<file path="src/sv/lpts_pkg.sv">
// shared types and constants of the look-ahead path tracking steer block
package lpts_pkg;

  // fixed field widths
  localparam int unsigned POS_W  = 24;
  localparam int unsigned QUAT_W = 16;
  localparam int unsigned DIST_W = 24;
  localparam int unsigned GAIN_W = 16;
  localparam int unsigned GIDX_W = 10;
  localparam int unsigned CFG_W  = 24;

  // squared distance and square root unit
  localparam int unsigned SQ_W       = 2 * POS_W;
  localparam int unsigned REM_W      = DIST_W + 2;
  localparam int unsigned ROOT_STEPS = SQ_W / 2;
  localparam int unsigned STEP_W     = $clog2(ROOT_STEPS);

  // queue between front and back
  localparam int unsigned QDEPTH = 2;
  localparam int unsigned QPTR_W = $clog2(QDEPTH);
  localparam int unsigned QCNT_W = $clog2(QDEPTH + 1);

  // configuration register indexes
  localparam logic CFG_LOOK_AHEAD = 1'b0;
  localparam logic CFG_K_POSITION = 1'b1;

  // configuration reset values
  localparam logic [DIST_W-1:0] LOOK_AHEAD_RST = 24'd12288;
  localparam logic [GAIN_W-1:0] K_POSITION_RST = 16'd2867;

  // one input item
  typedef struct packed {
    logic signed [POS_W-1:0]  pos_x;
    logic signed [POS_W-1:0]  pos_y;
    logic signed [QUAT_W-1:0] quat_x;
    logic signed [QUAT_W-1:0] quat_y;
    logic signed [QUAT_W-1:0] quat_z;
    logic signed [QUAT_W-1:0] quat_w;
    logic                     last_point;
  } lpts_in_t;

  // one result item
  typedef struct packed {
    logic signed [POS_W-1:0]  steer_rate;
    logic [GIDX_W-1:0]        goal_index;
    logic [DIST_W-1:0]        cross_track;
    logic [DIST_W-1:0]        dist_to_last;
    logic signed [POS_W-1:0]  goal_x;
    logic signed [POS_W-1:0]  goal_y;
    logic signed [QUAT_W-1:0] goal_qx;
    logic signed [QUAT_W-1:0] goal_qy;
    logic signed [QUAT_W-1:0] goal_qz;
    logic signed [QUAT_W-1:0] goal_qw;
    logic                     goal_found;
    logic                     index_overflow;
  } lpts_out_t;

  // pose of a path point
  typedef struct packed {
    logic signed [POS_W-1:0]  pos_x;
    logic signed [POS_W-1:0]  pos_y;
    logic signed [QUAT_W-1:0] quat_x;
    logic signed [QUAT_W-1:0] quat_y;
    logic signed [QUAT_W-1:0] quat_z;
    logic signed [QUAT_W-1:0] quat_w;
  } lpts_pose_t;

  // queue entry: point plus its squared distance
  typedef struct packed {
    lpts_in_t          item;
    logic [SQ_W-1:0]   sq;
  } lpts_entry_t;

  // back end status toward the top level
  typedef struct packed {
    logic busy;
    logic load;
  } lpts_back_stat_t;

  function automatic lpts_pose_t lpts_to_pose(input lpts_in_t it);
    lpts_pose_t p;
    p.pos_x  = it.pos_x;
    p.pos_y  = it.pos_y;
    p.quat_x = it.quat_x;
    p.quat_y = it.quat_y;
    p.quat_z = it.quat_z;
    p.quat_w = it.quat_w;
    return p;
  endfunction

endpackage

</file>
<file path="src/sv/lpts_front.sv">
// front end: accepts path points and forms their squared distance
module lpts_front import lpts_pkg::*; (
  input  logic        clk_i,
  input  logic        rst_ni,
  input  logic        in_valid_i,
  output logic        in_stall_o,
  input  lpts_in_t    in_data_i,
  output logic        push_o,
  output lpts_entry_t push_entry_o,
  input  logic        push_ready_i
);

  logic                    vld_q;
  lpts_in_t                item_q;
  logic [SQ_W-1:0]         x2_q;
  logic [SQ_W-1:0]         y2_q;
  logic signed [SQ_W-1:0]  x2_s;
  logic signed [SQ_W-1:0]  y2_s;
  logic                    accept;

  // squares of both coordinates, registered before the sum
  assign x2_s = in_data_i.pos_x * in_data_i.pos_x;
  assign y2_s = in_data_i.pos_y * in_data_i.pos_y;

  // stage holds while the queue is full
  assign in_stall_o = vld_q && !push_ready_i;
  assign accept     = in_valid_i && !in_stall_o;

  always_ff @(posedge clk_i or negedge rst_ni) begin
    if (!rst_ni) begin
      vld_q <= 1'b0;
    end else if (accept) begin
      vld_q <= 1'b1;
    end else if (push_ready_i) begin
      vld_q <= 1'b0;
    end
  end

  // payload of the stage
  always_ff @(posedge clk_i) begin
    if (accept) begin
      item_q <= in_data_i;
      x2_q   <= unsigned'(x2_s);
      y2_q   <= unsigned'(y2_s);
    end
  end

  // sum of squares goes into the queue
  assign push_o            = vld_q;
  assign push_entry_o.item = item_q;
  assign push_entry_o.sq   = x2_q + y2_q;

endmodule

</file>
<file path="config.mk">
export PLATFORM = sky130hd
export DESIGN_NAME = lpts_front
export DESIGN_NICKNAME = d
export VERILOG_FILES = /design/src/sv/lpts_pkg.sv /design/src/sv/lpts_front.sv
export SDC_FILE = /design/constraint.sdc
export NUM_CORES = 2
export LEC_CHECK = 0
export BUFFER_PORTS_ARGS = -buffer_cell sky130_fd_sc_hd__buf_2
export CAP_MARGIN = 5
export CORE_MARGIN = 2
export CORE_UTILIZATION = 52
export CTS_CLUSTER_DIAMETER = 120
export DETAILED_ROUTE_END_ITERATION = 8
export GPL_TIMING_DRIVEN = 0
export PLACE_DENSITY = 0.8
export SYNTH_ARGS = -nofsm -noshare
export SYNTH_HDL_FRONTEND = slang
export SYNTH_SLANG_ARGS = --single-unit
</file>
<file path="constraint.sdc">
create_clock -name clk_i -period 11.8 [get_ports clk_i]
set_input_delay 0 -clock clk_i [delete_from_list [all_inputs] [get_ports clk_i]]
set_output_delay 0 -clock clk_i [all_outputs]
set_load 0.02 [all_outputs]
</file>
==> summary.txt <==
Timing
  – Clock Skew: 0.0194 ns
  – Worst slew pin tran: 0.969 ns
  – Slew HR: 0.354
  – Final Max Slew Viols: 0
  – Final Critical Period: 8.58 ns
  – Setup_tns: 0 ns
  – Final hold violation count: 0
  – Unrepaired setup endpoints after global routing: false
  – Max Clock Freq: 117 MHz
  – Fin crit share: 0.727
  – Final setup viols: 0

Detailed routing
  – Detail Route met3 WL: 11100 microns
  – M1 wire length: 44800 microns
  – Met2 wire length: 57100 microns
  – Drt drc: 0
  – DRT antenna net count: 0
  – Total Wirelength: 118000 microns
  – Vias: 31900
  – DR WL/cell: 19.5 microns
  – Top Layer Used: met5
  – DR iter-0 viols: 2099
  – Via density per instance: 5.28
  – DR pass1 iterations: 5

Critical path
  – Worst setup SP type: input pin
  – Worst r2r dst: push_entry_o[156]
  – Setup crit end kind: flop
  – WP data arrival: 8.94 ns
  – Critical path's most frequent cell: fa_1
  – Instance count on the critical path: 28
  – Worst-path fanout max: 10
  – CP delay by family, top: adder cells
  – R2R Path Start: push_o
  – Critical path type: in2reg
  – Reg2reg setup slack: 10.20 ns
  – Critical path buffers and inverters: 9
  – Worst R2R Path Depth: 3
  – CP Launch Point: in_data_i[108]
  – Largest stage delay, worst path: 0.69 ns
  – Slowest-stage cell, CP: buf_1
  – Worst path required time: 12.16 ns

Yosys
  – Avg Cell Area, Syn: 10.3 sq um
  – Netlist cell types: 66
  – Post-Synthesis Cells: 4434
  – Synth top area cells: fa_1 (49%), edfxtp_1 (13%), inv_1 (11%), ha_1 (9.1%), nand2_1 (3.3%)
  – Number of flops mapped to enable cells by yosys: 205
  – Yosys top cell area share: 0.485
  – Yosys warns: 0
  – Top cell type by total area after synthesis: fa_1
  – Syn Nets: 5996
  – Top_reg_cell synth: edfxtp_1
  – Yosys reg bits: 206
  – Seq/Total Area, Yosys: 0.135
  – Post-synth ARST share: 0.00485
  – Mapped Area: 0.0458 sq mm

Die
  – Core area: 0.0870 sq mm
  – Starting density of the core: 0.526
  – Die width: 301 microns
  – Row Count: 108
  – DIE HEIGHT: 301 microns
  – Io pins: 280
  – Die Area: 0.0905 sq mm

Min path
  – Hold depth: 3
  – Hold Path Sink: push_entry_o[85]
  – Hold_sp: push_ready_i
  – Worst hold path type: in2reg

Cells and area
  – Fin area: 0.0508 sq mm
  – Fraction of layout cells with a size suffix above 1: 0.0725
  – Area growth syn-to-layout: 10.8%
  – # nets final: 6424

CTS
  – H-tree depth: 1
  – Reg clk slew, reported paths: 0.06 ns
  – TritonCTS clock tree: yes
  – Setup bufs post-CTS: 0
  – Post_cts resized: 0
  – Root buffer cell: clkbuf_16
  – Hold-fix buffers, CTS: 117
  – Clock Latency Late Sink: 0.62 ns
  – Worst-case clock buffer depth: 3
  – Total CTS buffers: 27
  – Clk sinks: 206

Placement
  – Post-DP HPWL: 97100 microns
  – Port Buffers: 279
  – Post-DP Area: 0.0487 sq mm
  – RePlAce Congestion: 1.00

Status
  – Outcome: complete, no violations

Global route
  – Vias in the first global route: 35400
  – Initial antenna violation count: 12
  – First-pass GRT wire length: 188000 microns
  – Largest net degree at the start of global routing: 72
  – Grt total ovfl: 0
  – Total GRT Usage: 0.272

Job
  – Max cap viols: 0
-- worst register-to-register path, delay by kind of cell, from the launching register on --
| kind | cells | cell delay (ns) |
|---|---|---|
| DFF | 1 | 0.38 |
| and+or+nand+nor | 2 | 0.44 |
| buffers and inverters | 1 | 0.33 |
-- metal layers --
metal	vias to the layer above	GRT usage
met5	-	0
met4	6	0.102
met3	299	0.0595
met2	1340	0.455
met1	16300	0.349
li1	13900	-
-- synth_stat cells, types with 5 or more instances --
| cell | n |
|---|---|
| a211o_1 | 6 |
| a211oi_1 | 11 |
| a21o_1 | 58 |
| a21oi_1 | 105 |
| a221oi_1 | 5 |
| a31oi_1 | 7 |
| and2_1 | 203 |
| and3_1 | 9 |
| clkbuf_1 | 106 |
| edfxtp_1 | 205 |
| fa_1 | 1111 |
| ha_1 | 334 |
| inv_1 | 1320 |
| nand2_1 | 400 |
| nand2b_1 | 25 |
| nand3_1 | 28 |
| nand4_1 | 9 |
| nor2_1 | 80 |
| nor2b_1 | 50 |
| nor3_1 | 14 |
| o211ai_1 | 7 |
| o21a_1 | 22 |
| o21ai_0 | 55 |
| o21ai_1 | 5 |
| o21bai_1 | 11 |
| or2_2 | 6 |
| xnor2_1 | 118 |
| xor2_1 | 51 |
-- placed cells by master (no fill, tap or decap), types with 109 or more instances in the layout --
cell / netlist / layout
xnor2_1: 118 / 118
fa_1: 1111 / 1111
ha_1: 334 / 334
buf_2: 0 / 279
nand2_1: 400 / 400
inv_1: 1320 / 1320
edfxtp_1: 205 / 205
dlygate4sd3_1: 0 / 117
clkbuf_1: 106 / 109
and2_1: 203 / 202
-- logic make-up after synthesis --
| family | after synthesis | share of synthesized area |
|---|---|---|
| AOI/OAI and AO/OA | 342 | 0.0501 |
| xor gates and xnor gates | 169 | 0.0323 |
| adders and majority gates | 1445 | 0.577 |
| buffers and inverters | 1429 | 0.117 |
| DFF | 206 | 0.135 |
| muxes | 4 | 0.000929 |
| and+or+nand+nor | 839 | 0.0878 |
-- metrics by stage --
| step | utilization | setup WS (ns) | hold WS (ns) | instances |
|---|---|---|---|---|
| floorplan | - | 5.00 | -0.296 | 4434 |
| global placement | 0.559 | 3.40 | -0.226 | 5868 |
| detailed placement | 0.560 | 3.26 | -0.220 | 5871 |
| CTS | 0.583 | 3.38 | 0.0568 | 6037 |
| global route | 0.583 | 2.81 | 0.0859 | 6037 |
| finish | 0.583 | 3.22 | 0.0854 | 6039 |
-- cell type report --
cell class	instances	area [sq um]
repair buffers	399	2650
clock buffers	30	687
well taps	1155	1450
flip-flops and latches	206	6180
diodes	2	5.00
fillers	7333	36300
multi-input cells	2799	34300
inverters	1320	4950
plain buffers	109	417
clock inverters	19	161
-- state kept, by name, summed over array words and instances, names as in the netlist --
register / cells
x2_q: 46
y2_q: 46
push_entry_o: 113
push_o: 1
-- worst max path at each step --
stage | endpoint
floorplan | x2_q[46]
global placement | x2_q[47]
detailed placement | x2_q[46]
CTS | x2_q[46]
global route | x2_q[46]
finish | x2_q[46]
Power is not shown: default switching activity piles up to over one toggle a cycle in this logic, so the estimate is an artifact.
