$ cat src/sv/lpts_pkg.sv
// shared types and constants of the look-ahead path tracking steer block
package lpts_pkg;

  // fixed field widths
  localparam int unsigned POS_W  = 24;
  localparam int unsigned QUAT_W = 16;
  localparam int unsigned DIST_W = 24;
  localparam int unsigned GAIN_W = 16;
  localparam int unsigned GIDX_W = 10;
  localparam int unsigned CFG_W  = 24;

  // squared distance and square root unit
  localparam int unsigned SQ_W       = 2 * POS_W;
  localparam int unsigned REM_W      = DIST_W + 2;
  localparam int unsigned ROOT_STEPS = SQ_W / 2;
  localparam int unsigned STEP_W     = $clog2(ROOT_STEPS);

  // queue between front and back
  localparam int unsigned QDEPTH = 2;
  localparam int unsigned QPTR_W = $clog2(QDEPTH);
  localparam int unsigned QCNT_W = $clog2(QDEPTH + 1);

  // configuration register indexes
  localparam logic CFG_LOOK_AHEAD = 1'b0;
  localparam logic CFG_K_POSITION = 1'b1;

  // configuration reset values
  localparam logic [DIST_W-1:0] LOOK_AHEAD_RST = 24'd12288;
  localparam logic [GAIN_W-1:0] K_POSITION_RST = 16'd2867;

  // one input item
  typedef struct packed {
    logic signed [POS_W-1:0]  pos_x;
    logic signed [POS_W-1:0]  pos_y;
    logic signed [QUAT_W-1:0] quat_x;
    logic signed [QUAT_W-1:0] quat_y;
    logic signed [QUAT_W-1:0] quat_z;
    logic signed [QUAT_W-1:0] quat_w;
    logic                     last_point;
  } lpts_in_t;

  // one result item
  typedef struct packed {
    logic signed [POS_W-1:0]  steer_rate;
    logic [GIDX_W-1:0]        goal_index;
    logic [DIST_W-1:0]        cross_track;
    logic [DIST_W-1:0]        dist_to_last;
    logic signed [POS_W-1:0]  goal_x;
    logic signed [POS_W-1:0]  goal_y;
    logic signed [QUAT_W-1:0] goal_qx;
    logic signed [QUAT_W-1:0] goal_qy;
    logic signed [QUAT_W-1:0] goal_qz;
    logic signed [QUAT_W-1:0] goal_qw;
    logic                     goal_found;
    logic                     index_overflow;
  } lpts_out_t;

  // pose of a path point
  typedef struct packed {
    logic signed [POS_W-1:0]  pos_x;
    logic signed [POS_W-1:0]  pos_y;
    logic signed [QUAT_W-1:0] quat_x;
    logic signed [QUAT_W-1:0] quat_y;
    logic signed [QUAT_W-1:0] quat_z;
    logic signed [QUAT_W-1:0] quat_w;
  } lpts_pose_t;

  // queue entry: point plus its squared distance
  typedef struct packed {
    lpts_in_t          item;
    logic [SQ_W-1:0]   sq;
  } lpts_entry_t;

  // back end status toward the top level
  typedef struct packed {
    logic busy;
    logic load;
  } lpts_back_stat_t;

  function automatic lpts_pose_t lpts_to_pose(input lpts_in_t it);
    lpts_pose_t p;
    p.pos_x  = it.pos_x;
    p.pos_y  = it.pos_y;
    p.quat_x = it.quat_x;
    p.quat_y = it.quat_y;
    p.quat_z = it.quat_z;
    p.quat_w = it.quat_w;
    return p;
  endfunction

endpackage

$ cat src/sv/lpts_back.sv
// back end: square root, path tracking update and result register
module lpts_back import lpts_pkg::*; #(
  parameter int unsigned MAX_POINTS = 1024
) (
  input  logic                     clk_i,
  input  logic                     rst_ni,
  input  logic                     q_valid_i,
  input  lpts_entry_t              q_entry_i,
  output logic                     q_pop_o,
  input  logic [DIST_W-1:0]        la_i,
  input  logic signed [GAIN_W-1:0] k_i,
  output logic                     out_valid_o,
  input  logic                     out_stall_i,
  output lpts_out_t                out_data_o,
  output lpts_back_stat_t          stat_o
);

  localparam int unsigned CntW = $clog2(MAX_POINTS + 1);
  localparam int unsigned ProdW = GAIN_W + POS_W;
  localparam int unsigned ShW = ProdW + 1 - 12;

  typedef enum logic [1:0] {ST_IDLE, ST_ROOT, ST_UPDATE} state_e;

  state_e              state_q;
  logic [STEP_W-1:0]   step_q;
  logic [SQ_W-1:0]     n_q;
  logic [REM_W-1:0]    rem_q;
  logic [DIST_W-1:0]   root_q;
  lpts_in_t            item_q;

  // per-path tracking state
  logic [CntW-1:0]     cnt_q;
  logic [DIST_W-1:0]   least_q;
  logic [DIST_W-1:0]   best_q;
  logic [GIDX_W-1:0]   cidx_q;
  lpts_pose_t          choice_q;
  logic                found_q;
  logic                ovf_q;

  logic                out_valid_q;
  lpts_out_t           out_q;

  // root step
  logic [REM_W+1:0]    rem_sh;
  logic [REM_W+1:0]    trial;
  logic [REM_W+1:0]    rem_sub;
  logic                ge;

  // update values
  logic [DIST_W-1:0]       least_n;
  logic [DIST_W-1:0]       diff;
  logic                    in_range;
  logic                    take_first;
  logic                    take_later;
  logic [CntW+GIDX_W-1:0]  idx_ext;
  lpts_pose_t              pose_n;
  logic [GIDX_W-1:0]       cidx_n;
  logic                    found_n;
  logic                    ovf_n;
  logic signed [ProdW-1:0] prod;
  logic signed [ProdW:0]   prod_r;
  logic [ShW-1:0]          prod_sh;
  logic [POS_W-1:0]        steer;
  logic                    out_free;
  logic                    do_update;
  logic                    load;

  // one result bit per step, two radicand bits consumed
  assign rem_sh  = {rem_q, n_q[SQ_W-1 -: 2]};
  assign trial   = {2'b00, root_q, 2'b01};
  assign ge      = rem_sh >= trial;
  assign rem_sub = rem_sh - trial;

  // candidate selection on the finished distance
  assign least_n    = (root_q < least_q) ? root_q : least_q;
  assign diff       = (root_q >= la_i) ? (root_q - la_i) : (la_i - root_q);
  assign in_range   = cnt_q < CntW'(MAX_POINTS);
  assign take_first = in_range && (cnt_q == '0);
  assign take_later = in_range && (cnt_q != '0) && (!found_q || (diff < best_q));
  assign idx_ext    = {{GIDX_W{1'b0}}, cnt_q};
  assign pose_n     = (take_first || take_later) ? lpts_to_pose(item_q) : choice_q;
  assign cidx_n     = (take_first || take_later) ? idx_ext[GIDX_W-1:0] : cidx_q;
  assign found_n    = found_q || take_later;
  assign ovf_n      = ovf_q || !in_range;

  // steering: gain times goal y, round half up, saturate
  assign prod    = k_i * pose_n.pos_y;
  assign prod_r  = {prod[ProdW-1], prod} + (ProdW+1)'(2048);
  assign prod_sh = prod_r[ProdW:12];
  always_comb begin
    if ((&prod_sh[ShW-1:POS_W-1]) || !(|prod_sh[ShW-1:POS_W-1])) begin
      steer = prod_sh[POS_W-1:0];
    end else if (prod_sh[ShW-1]) begin
      steer = {1'b1, {(POS_W-1){1'b0}}};
    end else begin
      steer = {1'b0, {(POS_W-1){1'b1}}};
    end
  end

  // a final point waits for a free result register
  assign out_free  = !out_valid_q || !out_stall_i;
  assign do_update = (state_q == ST_UPDATE) && (!item_q.last_point || out_free);
  assign load      = do_update && item_q.last_point;
  assign q_pop_o   = (state_q == ST_IDLE) && q_valid_i;

  always_ff @(posedge clk_i or negedge rst_ni) begin
    if (!rst_ni) begin
      state_q     <= ST_IDLE;
      step_q      <= '0;
      n_q         <= '0;
      rem_q       <= '0;
      root_q      <= '0;
      item_q      <= '0;
      cnt_q       <= '0;
      least_q     <= '1;
      best_q      <= '1;
      cidx_q      <= '0;
      choice_q    <= '0;
      found_q     <= 1'b0;
      ovf_q       <= 1'b0;
      out_valid_q <= 1'b0;
      out_q       <= '0;
    end else begin
      // result register fills on a load, drains on a transfer
      if (load) begin
        out_valid_q <= 1'b1;
      end else if (out_valid_q && !out_stall_i) begin
        out_valid_q <= 1'b0;
      end
      unique case (state_q)
        ST_IDLE: begin
          if (q_valid_i) begin
            item_q  <= q_entry_i.item;
            n_q     <= q_entry_i.sq;
            rem_q   <= '0;
            root_q  <= '0;
            step_q  <= STEP_W'(ROOT_STEPS - 1);
            state_q <= ST_ROOT;
          end
        end
        ST_ROOT: begin
          rem_q  <= ge ? rem_sub[REM_W-1:0] : rem_sh[REM_W-1:0];
          root_q <= {root_q[DIST_W-2:0], ge};
          n_q    <= {n_q[SQ_W-3:0], 2'b00};
          step_q <= step_q - 1'b1;
          if (step_q == '0) begin
            state_q <= ST_UPDATE;
          end
        end
        ST_UPDATE: begin
          if (do_update) begin
            state_q <= ST_IDLE;
            if (item_q.last_point) begin
              out_q.steer_rate           <= steer;
              out_q.goal_index           <= cidx_n;
              out_q.cross_track          <= least_n;
              out_q.dist_to_last         <= root_q;
              out_q.goal_x               <= pose_n.pos_x;
              out_q.goal_y               <= pose_n.pos_y;
              out_q.goal_qx              <= pose_n.quat_x;
              out_q.goal_qy              <= pose_n.quat_y;
              out_q.goal_qz              <= pose_n.quat_z;
              out_q.goal_qw              <= pose_n.quat_w;
              out_q.goal_found           <= found_n;
              out_q.index_overflow       <= ovf_n;
              // fresh path
              cnt_q    <= '0;
              least_q  <= '1;
              best_q   <= '1;
              cidx_q   <= '0;
              choice_q <= '0;
              found_q  <= 1'b0;
              ovf_q    <= 1'b0;
            end else begin
              cnt_q    <= in_range ? (cnt_q + 1'b1) : cnt_q;
              least_q  <= least_n;
              best_q   <= take_later ? diff : best_q;
              cidx_q   <= cidx_n;
              choice_q <= pose_n;
              found_q  <= found_n;
              ovf_q    <= ovf_n;
            end
          end
        end
        default: begin
          state_q <= ST_IDLE;
        end
      endcase
    end
  end

  assign out_valid_o = out_valid_q;
  assign out_data_o  = out_q;
  assign stat_o.busy = state_q != ST_IDLE;
  assign stat_o.load = load;

endmodule

$ cat config.mk
export PLATFORM = sky130hd
export DESIGN_NAME = lpts_back
export DESIGN_NICKNAME = d
export VERILOG_FILES = /design/src/sv/lpts_pkg.sv /design/src/sv/lpts_back.sv
export SDC_FILE = /design/constraint.sdc
export NUM_CORES = 2
export LEC_CHECK = 0
export ABC_AREA = 1
export BUFFER_PORTS_ARGS = -buffer_cell sky130_fd_sc_hd__buf_2
export CAP_MARGIN = 10
export CORE_MARGIN = 4
export CORE_UTILIZATION = 40
export DETAILED_ROUTE_END_ITERATION = 6
export PLACE_DENSITY = 0.59
export SLEW_MARGIN = 30
export SYNTH_ARGS = -nofsm -noshare
export SYNTH_HDL_FRONTEND = slang
export SYNTH_SLANG_ARGS = --single-unit
$ cat constraint.sdc
create_clock -name clk_i -period 26.7 [get_ports clk_i]
set_clock_uncertainty 0.1 [all_clocks]
set_input_delay 4.005 -clock clk_i [delete_from_list [all_inputs] [get_ports clk_i]]
set_output_delay 4.005 -clock clk_i [all_outputs]
set_load 0.05 [all_outputs]
==> results.cfg <==
[synth]
synthCells = 5149
synth_seq_cells = 598
synth_top_cell_by_area = dfrtp_1
yosysUniqueCellTypes = 52
yosysSeqAreaShare = 0.352
synth-edff-count = 0
netlist_area_um2 = 42700
synth_common_cells = 1374 x nand2_1, 855 x inv_1, 550 x dfrtp_1
async_reset_ff_frac = 1.00
yosys_warnings = 0
yosysMostFrequentCell = nand2_1
postSynthAreaPerCell_um2 = 8.29
synth_top_area_frac = 0.322
ys.flop_type = dfrtp_1
syn_nets = 5952
synth_area_leaders = dfrtp_1 32%, fa_1 18%, nand2_1 12%

[floorplan]
initial_core_util = 0.404
rows = 119
die_w_um = 335
core_um2 = 106000
die-area_um2 = 112000
io_pins = 405
chipHeight_um = 335

[cts]
cts_buffer_depth = 3
post_cts_resized = 0
path_clk_slew_ps = 50
clk_latency_ps = 620
clock_sinks = 598
cts_root_buf = clkbuf_16
post-cts-setup-buffers = 0
htree_num_levels = 3
cts_hold_buf = 0
tritoncts = done
cts_buffers = 70

[drt]
routedWlPerCell_um = 19.1
drc = 0
firstDrtPassIters = 7
routed.top_layer = met5
wl_met1_um = 59000
ant_nets = 0
viasPerCell = 5.09
wirelength_um = 132000
via_count = 35100
drt-initial-drc-count = 2434
wl_met2_um = 59700
met3WireLength_um = 8870

[placed_design]
gp_congestion = 0.935
dp_hpwl_um = 97700
dpl_cell_area_um2 = 46000
port-buffer-count = 404

[cells_and_area]
multi_input_area_um2 = 23500
layout-drive-gt1-share = 0.119
area_growth_pct = 13.3
nFillCells = 10500
register_area_um2 = 15000
nNetsFinal = 6249
final_area_um2 = 48400

[critical_path]
r2r_cells = 66
r2r_end = out_data_o[185]
start_kind = primary input
crit_slowest_cell = inv_1
path_max_fanout = 111
crit_arrival_ps = 17450
crit_path_end_kind = flop
cp-startpoint = la_i[0]
crit_required_ps = 27150
r2r_slack_ps = 12450
critPathMaxStageDelay_ps = 710
worstReg2RegStart = root_q[0]
path_common_cell = nand2_1
crit_type = in2reg

[timing]
period_minus_slack_ps = 17000
fin_tns_setup_ps = 0
timing.final.crit_share = 0.637
timing.hold.ws_ps = 371
rsz0062_at_grt = false
setup_viol = 0
slew-limit-headroom = 0.339
hold_viol = 0
worst_slew_pin_slew_ps = 991
clock.fmax_ghz = 0.0588
maxSlewViolCount = 0

[worst_hold_path]
min_from = item_q[59]
hold_end = item_q[59]
hold_path_depth = 2
min_path_type = reg2reg

[grt]
grt_use_total = 0.236
grt_max_degree = 258
overflow = 0
grt_pass1_vias = 35700
antenna_found_initial = 12
grt_first_pass_wirelength_um = 208000

[job]
cap_violations = 0

[run_status]
status = finished clean
==> sequential cells by signal, indices dropped and copies added (netlist names) <==
name	count
step_q	5
choice_q	112
root_q	24
best_q	24
out_data_o	196
n_q	48
ovf_q	1
item_q	113
cidx_q	10
out_valid_o	1
least_q	24
cnt_q	11
rem_q	26
found_q	1
state_q	2
==> area by class of cell <==
class	count	share of cell area
Timing Repair Buffer	450	0.0519
Sequential cell	598	0.311
Clock inverter	21	0.00515
Antenna cell	9	0.000466
Clock buffer	101	0.0409
Tap cell	1391	0.0360
Multi-Input combinational cell	3454	0.487
Inverter	872	0.0679
==> worst max-delay path, delay by kind of cell <==
| family | cells | cell delay [ps] |
|---|---|---|
| adder cells (fa/ha/maj) | 10 | 4290 |
| AND/OR/NAND/NOR | 28 | 3470 |
| buffers and inverters | 17 | 3170 |
| AO/OA/AOI/OAI | 10 | 2240 |
| XOR/XNOR | 1 | 160 |
==> logic make-up (layout without fill, tap and decap cells) <==
family                   after synthesis  in the layout  synth area share
XOR/XNOR                              78             78            0.0160
other                                  0              9                 0
buffers and inverters               1097           1444            0.0973
multiplexers                           5              5           0.00120
AO/OA/AOI/OAI                        959            959             0.125
flip-flops                           598            598             0.352
adder cells (fa/ha/maj)              598            598             0.242
AND/OR/NAND/NOR                     1814           1814             0.166
==> stage by stage <==
step                cells  utilization  worst slack, ps
detailed placement   6761        0.436             8880
global route         6890        0.458             8420
floorplan            5149            -            12560
finish               6896        0.458             9700
global placement     6761        0.436             9070
CTS                  6883        0.457             9510
==> worst max path at each step <==
stage | end | slack, ps | cells after the start
final | out_data_o[185] | 9700 | 66
after detailed placement | out_data_o[185] | 8880 | 66
after global routing | out_data_o[185] | 8420 | 66
after global placement | out_data_o[189] | 9070 | 66
after floorplan | out_data_o[177] | 12560 | 68
after CTS | out_data_o[185] | 9510 | 66
==> layer usage <==
layer,global-route usage,vias to the layer above
li1,-,16700
met1,0.328,17100
met2,0.379,1063
met3,0.0455,219
met4,0.0715,8
met5,0,-
==> cells in the final DEF (no fill, tap or decap), types with 9 or more instances in the layout <==
| cell | Yosys | final |
|---|---|---|
| nand2_1 | 1374 | 1369 |
| o221ai_1 | 9 | 9 |
| a22oi_1 | 62 | 62 |
| fa_1 | 381 | 381 |
| clkinv_2 | 0 | 10 |
| dfstp_2 | 48 | 48 |
| buf_4 | 2 | 35 |
| nor2_1 | 298 | 297 |
| o21ai_1 | 20 | 20 |
| diode_2 | 0 | 9 |
| dfrtp_1 | 550 | 550 |
| o22ai_1 | 119 | 119 |
| a21oi_1 | 202 | 202 |
| xnor2_1 | 31 | 31 |
| o21ai_0 | 475 | 474 |
| o21a_1 | 17 | 17 |
| a21o_1 | 9 | 9 |
| ha_1 | 217 | 217 |
| xor2_1 | 47 | 47 |
| clkinv_1 | 10 | 10 |
| clkbuf_16 | 0 | 71 |
| nand4_1 | 13 | 13 |
| or2_2 | 17 | 17 |
| nand3_1 | 68 | 68 |
| inv_1 | 855 | 853 |
| a211oi_1 | 10 | 10 |
| nor3_1 | 19 | 19 |
| clkbuf_8 | 0 | 9 |
| clkbuf_1 | 203 | 21 |
| nand2_2 | 8 | 10 |
| buf_2 | 8 | 403 |
Power is not shown: default switching activity piles up to over one toggle a cycle in this logic, so the estimate is an artifact.
