===== src/sv/lpts_pkg.sv =====
// shared types and constants of the look-ahead path tracking steer block
package lpts_pkg;

  // fixed field widths
  localparam int unsigned POS_W  = 24;
  localparam int unsigned QUAT_W = 16;
  localparam int unsigned DIST_W = 24;
  localparam int unsigned GAIN_W = 16;
  localparam int unsigned GIDX_W = 10;
  localparam int unsigned CFG_W  = 24;

  // squared distance and square root unit
  localparam int unsigned SQ_W       = 2 * POS_W;
  localparam int unsigned REM_W      = DIST_W + 2;
  localparam int unsigned ROOT_STEPS = SQ_W / 2;
  localparam int unsigned STEP_W     = $clog2(ROOT_STEPS);

  // queue between front and back
  localparam int unsigned QDEPTH = 2;
  localparam int unsigned QPTR_W = $clog2(QDEPTH);
  localparam int unsigned QCNT_W = $clog2(QDEPTH + 1);

  // configuration register indexes
  localparam logic CFG_LOOK_AHEAD = 1'b0;
  localparam logic CFG_K_POSITION = 1'b1;

  // configuration reset values
  localparam logic [DIST_W-1:0] LOOK_AHEAD_RST = 24'd12288;
  localparam logic [GAIN_W-1:0] K_POSITION_RST = 16'd2867;

  // one input item
  typedef struct packed {
    logic signed [POS_W-1:0]  pos_x;
    logic signed [POS_W-1:0]  pos_y;
    logic signed [QUAT_W-1:0] quat_x;
    logic signed [QUAT_W-1:0] quat_y;
    logic signed [QUAT_W-1:0] quat_z;
    logic signed [QUAT_W-1:0] quat_w;
    logic                     last_point;
  } lpts_in_t;

  // one result item
  typedef struct packed {
    logic signed [POS_W-1:0]  steer_rate;
    logic [GIDX_W-1:0]        goal_index;
    logic [DIST_W-1:0]        cross_track;
    logic [DIST_W-1:0]        dist_to_last;
    logic signed [POS_W-1:0]  goal_x;
    logic signed [POS_W-1:0]  goal_y;
    logic signed [QUAT_W-1:0] goal_qx;
    logic signed [QUAT_W-1:0] goal_qy;
    logic signed [QUAT_W-1:0] goal_qz;
    logic signed [QUAT_W-1:0] goal_qw;
    logic                     goal_found;
    logic                     index_overflow;
  } lpts_out_t;

  // pose of a path point
  typedef struct packed {
    logic signed [POS_W-1:0]  pos_x;
    logic signed [POS_W-1:0]  pos_y;
    logic signed [QUAT_W-1:0] quat_x;
    logic signed [QUAT_W-1:0] quat_y;
    logic signed [QUAT_W-1:0] quat_z;
    logic signed [QUAT_W-1:0] quat_w;
  } lpts_pose_t;

  // queue entry: point plus its squared distance
  typedef struct packed {
    lpts_in_t          item;
    logic [SQ_W-1:0]   sq;
  } lpts_entry_t;

  // back end status toward the top level
  typedef struct packed {
    logic busy;
    logic load;
  } lpts_back_stat_t;

  function automatic lpts_pose_t lpts_to_pose(input lpts_in_t it);
    lpts_pose_t p;
    p.pos_x  = it.pos_x;
    p.pos_y  = it.pos_y;
    p.quat_x = it.quat_x;
    p.quat_y = it.quat_y;
    p.quat_z = it.quat_z;
    p.quat_w = it.quat_w;
    return p;
  endfunction

endpackage


===== src/sv/lpts_queue.sv =====
// short queue between front and back end
module lpts_queue import lpts_pkg::*; (
  input  logic              clk_i,
  input  logic              rst_ni,
  input  logic              push_i,
  input  lpts_entry_t       push_entry_i,
  output logic              push_ready_o,
  output logic              pop_valid_o,
  output lpts_entry_t       pop_entry_o,
  input  logic              pop_i,
  output logic [QCNT_W-1:0] count_o
);

  lpts_entry_t       slot_q [QDEPTH];
  logic [QPTR_W-1:0] wr_ptr_q;
  logic [QPTR_W-1:0] rd_ptr_q;
  logic [QCNT_W-1:0] cnt_q;
  logic              wr_en;
  logic              rd_en;

  assign push_ready_o = cnt_q < QCNT_W'(QDEPTH);
  assign pop_valid_o  = cnt_q != '0;
  assign wr_en        = push_i && push_ready_o;
  assign rd_en        = pop_i && pop_valid_o;
  assign pop_entry_o  = slot_q[rd_ptr_q];
  assign count_o      = cnt_q;

  // pointers and fill level
  always_ff @(posedge clk_i or negedge rst_ni) begin
    if (!rst_ni) begin
      wr_ptr_q <= '0;
      rd_ptr_q <= '0;
      cnt_q    <= '0;
    end else begin
      if (wr_en) begin
        wr_ptr_q <= wr_ptr_q + 1'b1;
      end
      if (rd_en) begin
        rd_ptr_q <= rd_ptr_q + 1'b1;
      end
      if (wr_en && !rd_en) begin
        cnt_q <= cnt_q + 1'b1;
      end else if (rd_en && !wr_en) begin
        cnt_q <= cnt_q - 1'b1;
      end
    end
  end

  // entry storage
  always_ff @(posedge clk_i) begin
    if (wr_en) begin
      slot_q[wr_ptr_q] <= push_entry_i;
    end
  end

endmodule


===== config.mk =====
export PLATFORM = sky130hd
export DESIGN_NAME = lpts_queue
export DESIGN_NICKNAME = d
export VERILOG_FILES = /design/src/sv/lpts_pkg.sv /design/src/sv/lpts_queue.sv
export SDC_FILE = /design/constraint.sdc
export NUM_CORES = 1
export LEC_CHECK = 0
export BUFFER_PORTS_ARGS = -buffer_cell sky130_fd_sc_hd__buf_4
export CORE_MARGIN = 2
export CORE_UTILIZATION = 54
export CTS_BUF_LIST = sky130_fd_sc_hd__clkbuf_4 sky130_fd_sc_hd__clkbuf_8
export CTS_CLUSTER_SIZE = 14
export DETAILED_ROUTE_END_ITERATION = 8
export MAX_ROUTING_LAYER = met4
export PLACE_DENSITY = 0.92
export SLEW_MARGIN = 0
export SYNTH_ARGS = -nofsm -noshare
export SYNTH_HDL_FRONTEND = slang
export SYNTH_SLANG_ARGS = --single-unit

===== constraint.sdc =====
create_clock -name clk_i -period 11.98 [get_ports clk_i]
set_input_delay 0.599 -clock clk_i [delete_from_list [all_inputs] [get_ports clk_i]]
set_output_delay 0.599 -clock clk_i [all_outputs]
set_load 0.02 [all_outputs]

==> results of run 1 <==
==> cells by family after synthesis <==
kind of cell / after synthesis
adders and majority gates: 1
muxes: 161
buffers and inverters: 19
DFF: 326
and+or+nand+nor: 6
xor gates and xnor gates: 5
==> cells in the final DEF (no fill, tap or decap), drive strengths merged, types with 2 or more instances in the layout <==
master | Yosys | routed
edfxtp | 322 | 322
clkbuf | 0 | 67
nor2b | 2 | 2
dfrtp | 4 | 4
xor2 | 2 | 2
xnor2 | 3 | 3
bufinv | 0 | 2
mux2 | 161 | 161
buf | 18 | 335
clkinv | 0 | 20
==> worst max-delay path by stage <==
stage | startpoint | endpoint | slack (ns) | cells after the start
3_3_place_gp | rd_ptr_q | pop_entry_o[2] | 9.00 | 3
4_1_cts | rd_ptr_q | pop_entry_o[2] | 8.41 | 3
3_5_place_dp | rd_ptr_q | pop_entry_o[2] | 9.01 | 3
5_1_grt | rd_ptr_q | pop_entry_o[2] | 8.31 | 3
6_report | rd_ptr_q | pop_entry_o[2] | 8.45 | 3
2_1_floorplan | push_i | slot_q[0][0] | 3.34 | 2
==> sequential cells by signal, summed over array words and instances (netlist names) <==
register	flops
wr_ptr_q	1
slot_q	322
rd_ptr_q	1
count_o	2
==> metrics by stage <==
| stage | hold slack (ns) | area [um2] | power (mW) | cells |
|---|---|---|---|---|
| floorplan | 0.303 | 12100 | 2.51 | 518 |
| global placement | 0.397 | 14900 | 2.93 | 1115 |
| detailed placement | 0.403 | 14900 | 2.96 | 1115 |
| CTS | 0.194 | 15900 | 3.89 | 1205 |
| global route | 0.199 | 15900 | 4.00 | 1206 |
| finish | 0.231 | 15900 | 3.85 | 1206 |
==> synth_stat cells (all sizes together) <==
library cell / count / area share (%)
nor2: 1 / 0.031
mux2: 161 / 17
and2: 1 / 0.052
nand2: 1 / 0.031
dfrtp: 4 / 0.83
nor2b: 2 / 0.10
inv: 1 / 0.031
or2: 1 / 0.052
buf: 18 / 1.3
xor2: 2 / 0.14
edfxtp: 322 / 80
xnor2: 3 / 0.22
ha: 1 / 0.10
==> layout make-up <==
class	instances	area, um2
tap	280	350
antenna	1	2.50
clock inverter	22	145
multi-input combinational	173	2210
clock buffer	67	872
timing repair buffer	336	2520
fill	1277	6070
sequential	326	9770
inverter	1	3.75
==> report_power, final <==
part | internal (mW) | leakage (nW) | switching (mW)
Sequential | 1.50 | 3.00 | 0.0822
Clock | 0.514 | 0.539 | 0.399
Combinational | 0.642 | 2.64 | 0.713
Total | 2.66 | 6.18 | 1.19
==> metal layers <==
metal  wire length [um]  global-route usage, %
met5                  0                      -
met4                660                   7.79
met3               2110                   6.79
met2              12900                   36.3
met1               9050                   22.8
==> what timing repair did <==
| item | CTS | global route |
|---|---|---|
| endpoints found under the hold margin | 4 | 0 |
| setup endpoints to repair | 0 | 0 |
| setup buffers | 0 | 0 |
| hold buffers | 1 | 0 |
==> flow_metrics.tcl, run 1 <==
set metrics [dict create \
    cpMaxStageDelayCell "buf_4" \
    cpPeakStageDelay_ns 0.91 \
    setup_viol 0 \
    cp_num_buf_inv 2 \
    path_delay_family "buffers and inverters" \
    clk_latency_ns 0.54 \
    final_hold_viol_count 0 \
    p_per_area_nw_per_um2 242 \
    worstMarginPinSlew_ns 1.05 \
    synth-simple-area-share_pct 0.268 \
    cts_max_level 2 \
    clk_pin_slew_ns 0.06 \
    rsz0062_at_grt "no" \
    drv_cap 0 \
    worst-path-max-fanout 58 \
    period_needed_ns 3.53 \
    hp-class "in2reg" \
    vias 6153 \
    die_h_um 154 \
    ant_nets 0 \
    row_count 54 \
    post_cts_resized 0 \
    cts.sinks 326 \
    synthAdderAreaFrac_pct 0.103 \
    synth.avg_cell_area_um2 23.4 \
    timing.fmax_mhz 284 \
    slew_violations 0 \
    ios 330 \
    hold_end "slot_q[1][15]" \
    antenna_found_initial 1 \
    r2r_end "slot_q[0][115]" \
    r2r_slack_ns 9.41 \
    routed_wl_um 24700 \
    peakVddDrop_v 0.000190 \
    setup_tns_ns 0 \
    syn_to_final_growth_pct 31.0 \
    drive_above_1_share_pct 62.4 \
    reg2reg_from "count_o[1]" \
    drtIter0Drc 278 \
    cts_max_path_buffers 3 \
    place_congestion 0.753 \
    core_um2 22000 \
    dieArea_um2 23700 \
    grt_max_degree 79 \
    syn-num-nets 684 \
    grt_pass1_wl_um 36400 \
    synth_area_um2 12100 \
    syn_inst 518 \
    arrival_ns 2.93 \
    post-route-util_pct 72.3 \
    viasPerCell 5.10 \
    cts_made_buffers 51 \
    yosys_warnings 0 \
    hold-path-cell-count 1 \
    synthMuxAreaShare_pct 17.4 \
    layout.nets 1055 \
    ys_seq_area_share_pct 80.6 \
    cp-end-kind "output pin" \
    hold_start "push_entry_i[15]" \
    synth_xor_area_share_pct 0.361 \
    cp.required_ns 11.38 \
    cts_tree "yes" \
    status "finished, final reports clean" \
    die_x_um 154 \
    slew_headroom_pct 30.1 \
    ys_ff_latch 326 \
    clock_skew_ns 0.0132 \
    worst-setup-path-type "reg2out" \
    layout_setup_ws_ns 8.45 \
    synth_cell_types 15 \
    wire_per_inst_um 20.5 \
    portBuffers 329 \
    synth-compound-area-share_pct 0 \
    dp_slack_ns 9.01 \
    dpl.hpwl_um 16300 \
    path_common_cell "buf_4" \
    cp_cell_sequence "buf_4, mux2_2, buf_4" \
    drtPass1Iterations 4 \
    grt_pass1_vias 6699 \
    grt_usage_pct 21.0 \
    leakage_nw 6.18 \
    grt_remaining_overflow 0 \
    start_util_pct 55.2 \
    rr_worst_depth 3 \
    start_kind "flip-flop" \
    fin_crit_sh_pct 29.4 \
    cts-root-buf "clkbuf_8" \
    synth_top_family_by_area "multiplexers" \
    post-route-drc-count 0 \
]
No activity file was read; power rests on OpenSTA's default activity.
==> inputs of run 2 (changes only) <==
clock period = 3.4 ns   (was 11.98 ns; I/O delays follow)
==> run 2 against run 1 <==
Combinational power rose to 3.8 times the previous value. Clock power rose to 3.5 times the previous value. Flip-flop and latch count did not move. Utilization rose by 7.7 points. Clock-buffer cell count rose by 1. Via count rose by 18%. Critical path type unchanged. Largest power group unchanged. Highest routed layer unchanged.
==> flow_metrics.tcl, run 2 (synthesized netlist as in run 1, its figures left out) <==
set metrics [dict create \
    seq_power_share_pct 40.2 \
    clk_latency_ns 0.55 \
    r2r_end "slot_q[1][87]" \
    place_congestion 0.756 \
    p_sw_share_pct 32.8 \
    cts.sinks 326 \
    layout.cells.non_filler 1379 \
    hold-path-cell-count 2 \
    cts-root-buf "clkbuf_8" \
    path_common_cell "buf_4" \
    ios 330 \
    drv_cap 0 \
    r2r_slack_ns 1.29 \
    grt_usage_pct 27.9 \
    slew_violations 0 \
    period_needed_ns 2.50 \
    routed_wl_um 32800 \
    p_sw_mw 4.57 \
    wire_per_inst_um 23.8 \
    arrival_ns 2.33 \
    start_util_pct 55.2 \
    drive_above_1_share_pct 53.3 \
    worst-path-max-fanout 37 \
    layout_setup_ws_ns 0.899 \
    p_total_mw 14.0 \
    ant_nets 0 \
    regMostFlops "slot_q" \
    leakage_nw 6.88 \
    vias 7261 \
    p_int_mw 9.39 \
    grt_pass1_wl_um 47600 \
    setup_tns_ns 0 \
    syn_to_final_growth_pct 45.0 \
    worstMarginPinSlew_ns 0.595 \
    fin_crit_sh_pct 73.5 \
    cpPeakStageDelay_ns 0.77 \
    post-route-util_pct 80.1 \
    reg2reg_from "count_o[1]" \
    die_x_um 154 \
    cp_cell_sequence "buf_4, mux2_2, buf_4" \
    row_count 54 \
    drtIter0Drc 527 \
    hold_end "slot_q[0][54]" \
    grt_pass1_vias 7967 \
    cts_made_buffers 50 \
    worst-setup-path-type "reg2out" \
    timing.fmax_mhz 400 \
    p_per_area_nw_per_um2 794 \
    post-route-drc-count 0 \
    layout.nets 1222 \
    peakVddDrop_v 0.000902 \
    cpMaxStageDelayCell "dfrtp_4" \
    rr_worst_depth 3 \
    cts_max_path_buffers 3 \
    hp-class "in2reg" \
    start_kind "flip-flop" \
    die_h_um 154 \
    status "finished, final reports clean" \
    cts_setup_buffers 0 \
    clk_pin_slew_ns 0.07 \
    cp.required_ns 3.23 \
    drtPass1Iterations 4 \
    core_um2 22000 \
    dpl.cell_count 1119 \
    dpl.hpwl_um 16800 \
    cts_max_level 2 \
    portBuffers 329 \
    clock_skew_ns 0.0270 \
    dieArea_um2 23700 \
    grt_max_degree 87 \
    slew_headroom_pct 60.4 \
    hold_start "push_entry_i[54]" \
    mostFrequentLayoutCells "buf_4, edfxtp_1, dlygate4sd3_1" \
    viasPerCell 5.27 \
    antenna_found_initial 4 \
    setup_viol 0 \
    layout_commonest_cell "buf_4" \
    final_hold_viol_count 0 \
    cts_tree "yes" \
    grt_remaining_overflow 0 \
    dp_slack_ns 1.34 \
    cp-end-kind "output pin" \
    pwr-share-comb_pct 37.1 \
    clock_power_share_pct 22.7 \
    largest_reg_flops 322 \
    rsz0062_at_grt "no" \
]
## run 2: cell types whose count changed in the layout (fill, tap and decap cells not counted), sizes merged
cell / before / now
diode: 1 / 4
dlygate4sd3: 1 / 165
clkinvlp: 0 / 1
bufinv: 2 / 1
clkbuf: 67 / 68
buf: 335 / 339
inv: 1 / 2
## run 2: worst max-delay path by stage
stage	end	from	slack, ns
global placement	slot_q[1][152]	count_o[1]	1.39
global route	pop_entry_o[28]	rd_ptr_q	0.80
detailed placement	slot_q[1][22]	count_o[1]	1.34
CTS	pop_entry_o[159]	rd_ptr_q	0.87
finish	pop_entry_o[26]	rd_ptr_q	0.90
floorplan	slot_q[0][0]	count_o[1]	-0.10
## run 2: per-stage QoR
stage	hold slack, ns	area [um2]
4_1_cts	0.311	17600
3_3_place_gp	-0.0285	15000
2_1_floorplan	-0.126	12100
6_report	0.326	17600
3_5_place_dp	-0.0278	15000
5_1_grt	0.303	17600
## run 2: timing repair
item	in CTS	in global routing
hold buffers	165	0
gates resized for setup	0	0
hold endpoints to repair	328	0
## run 2: final cells by class
class / instances / area, um2
flip-flops and latches: 326 / 9770
inverters: 1 / 3.75
clock inverters: 23 / 133
well taps: 280 / 350
repair buffers: 504 / 4260
diodes: 4 / 10.0
clock buffers: 68 / 830
multi-input cells: 173 / 2220
fillers: 969 / 4380
## run 2: critical path, delay by kind of cell, from the launching register on
kind	cells	cell delay [ns]
multiplexers	1	0.39
buffers and inverters	2	0.59
flip-flops	1	0.77
## run 2: per-layer routing
metal	share of wire (%)	GRT usage (%)	vias up
li1	-	-	3151
met1	36	31.4	3606
met2	53	49.0	435
met3	8.6	7.67	69
met4	2.4	8.32	0
met5	0	-	-
## run 2: power by group through the flow
| stage | Clock (mW) | Sequential [mW] | Combinational [mW] |
|---|---|---|---|
| 2_1_floorplan | 0 | 5.53 | 3.19 |
| 3_3_place_gp | 0 | 5.57 | 4.82 |
| 3_5_place_dp | 0 | 5.63 | 4.88 |
| 4_1_cts | 3.14 | 5.57 | 5.10 |
| 5_1_grt | 3.39 | 5.65 | 5.38 |
| 6_report | 3.17 | 5.60 | 5.18 |
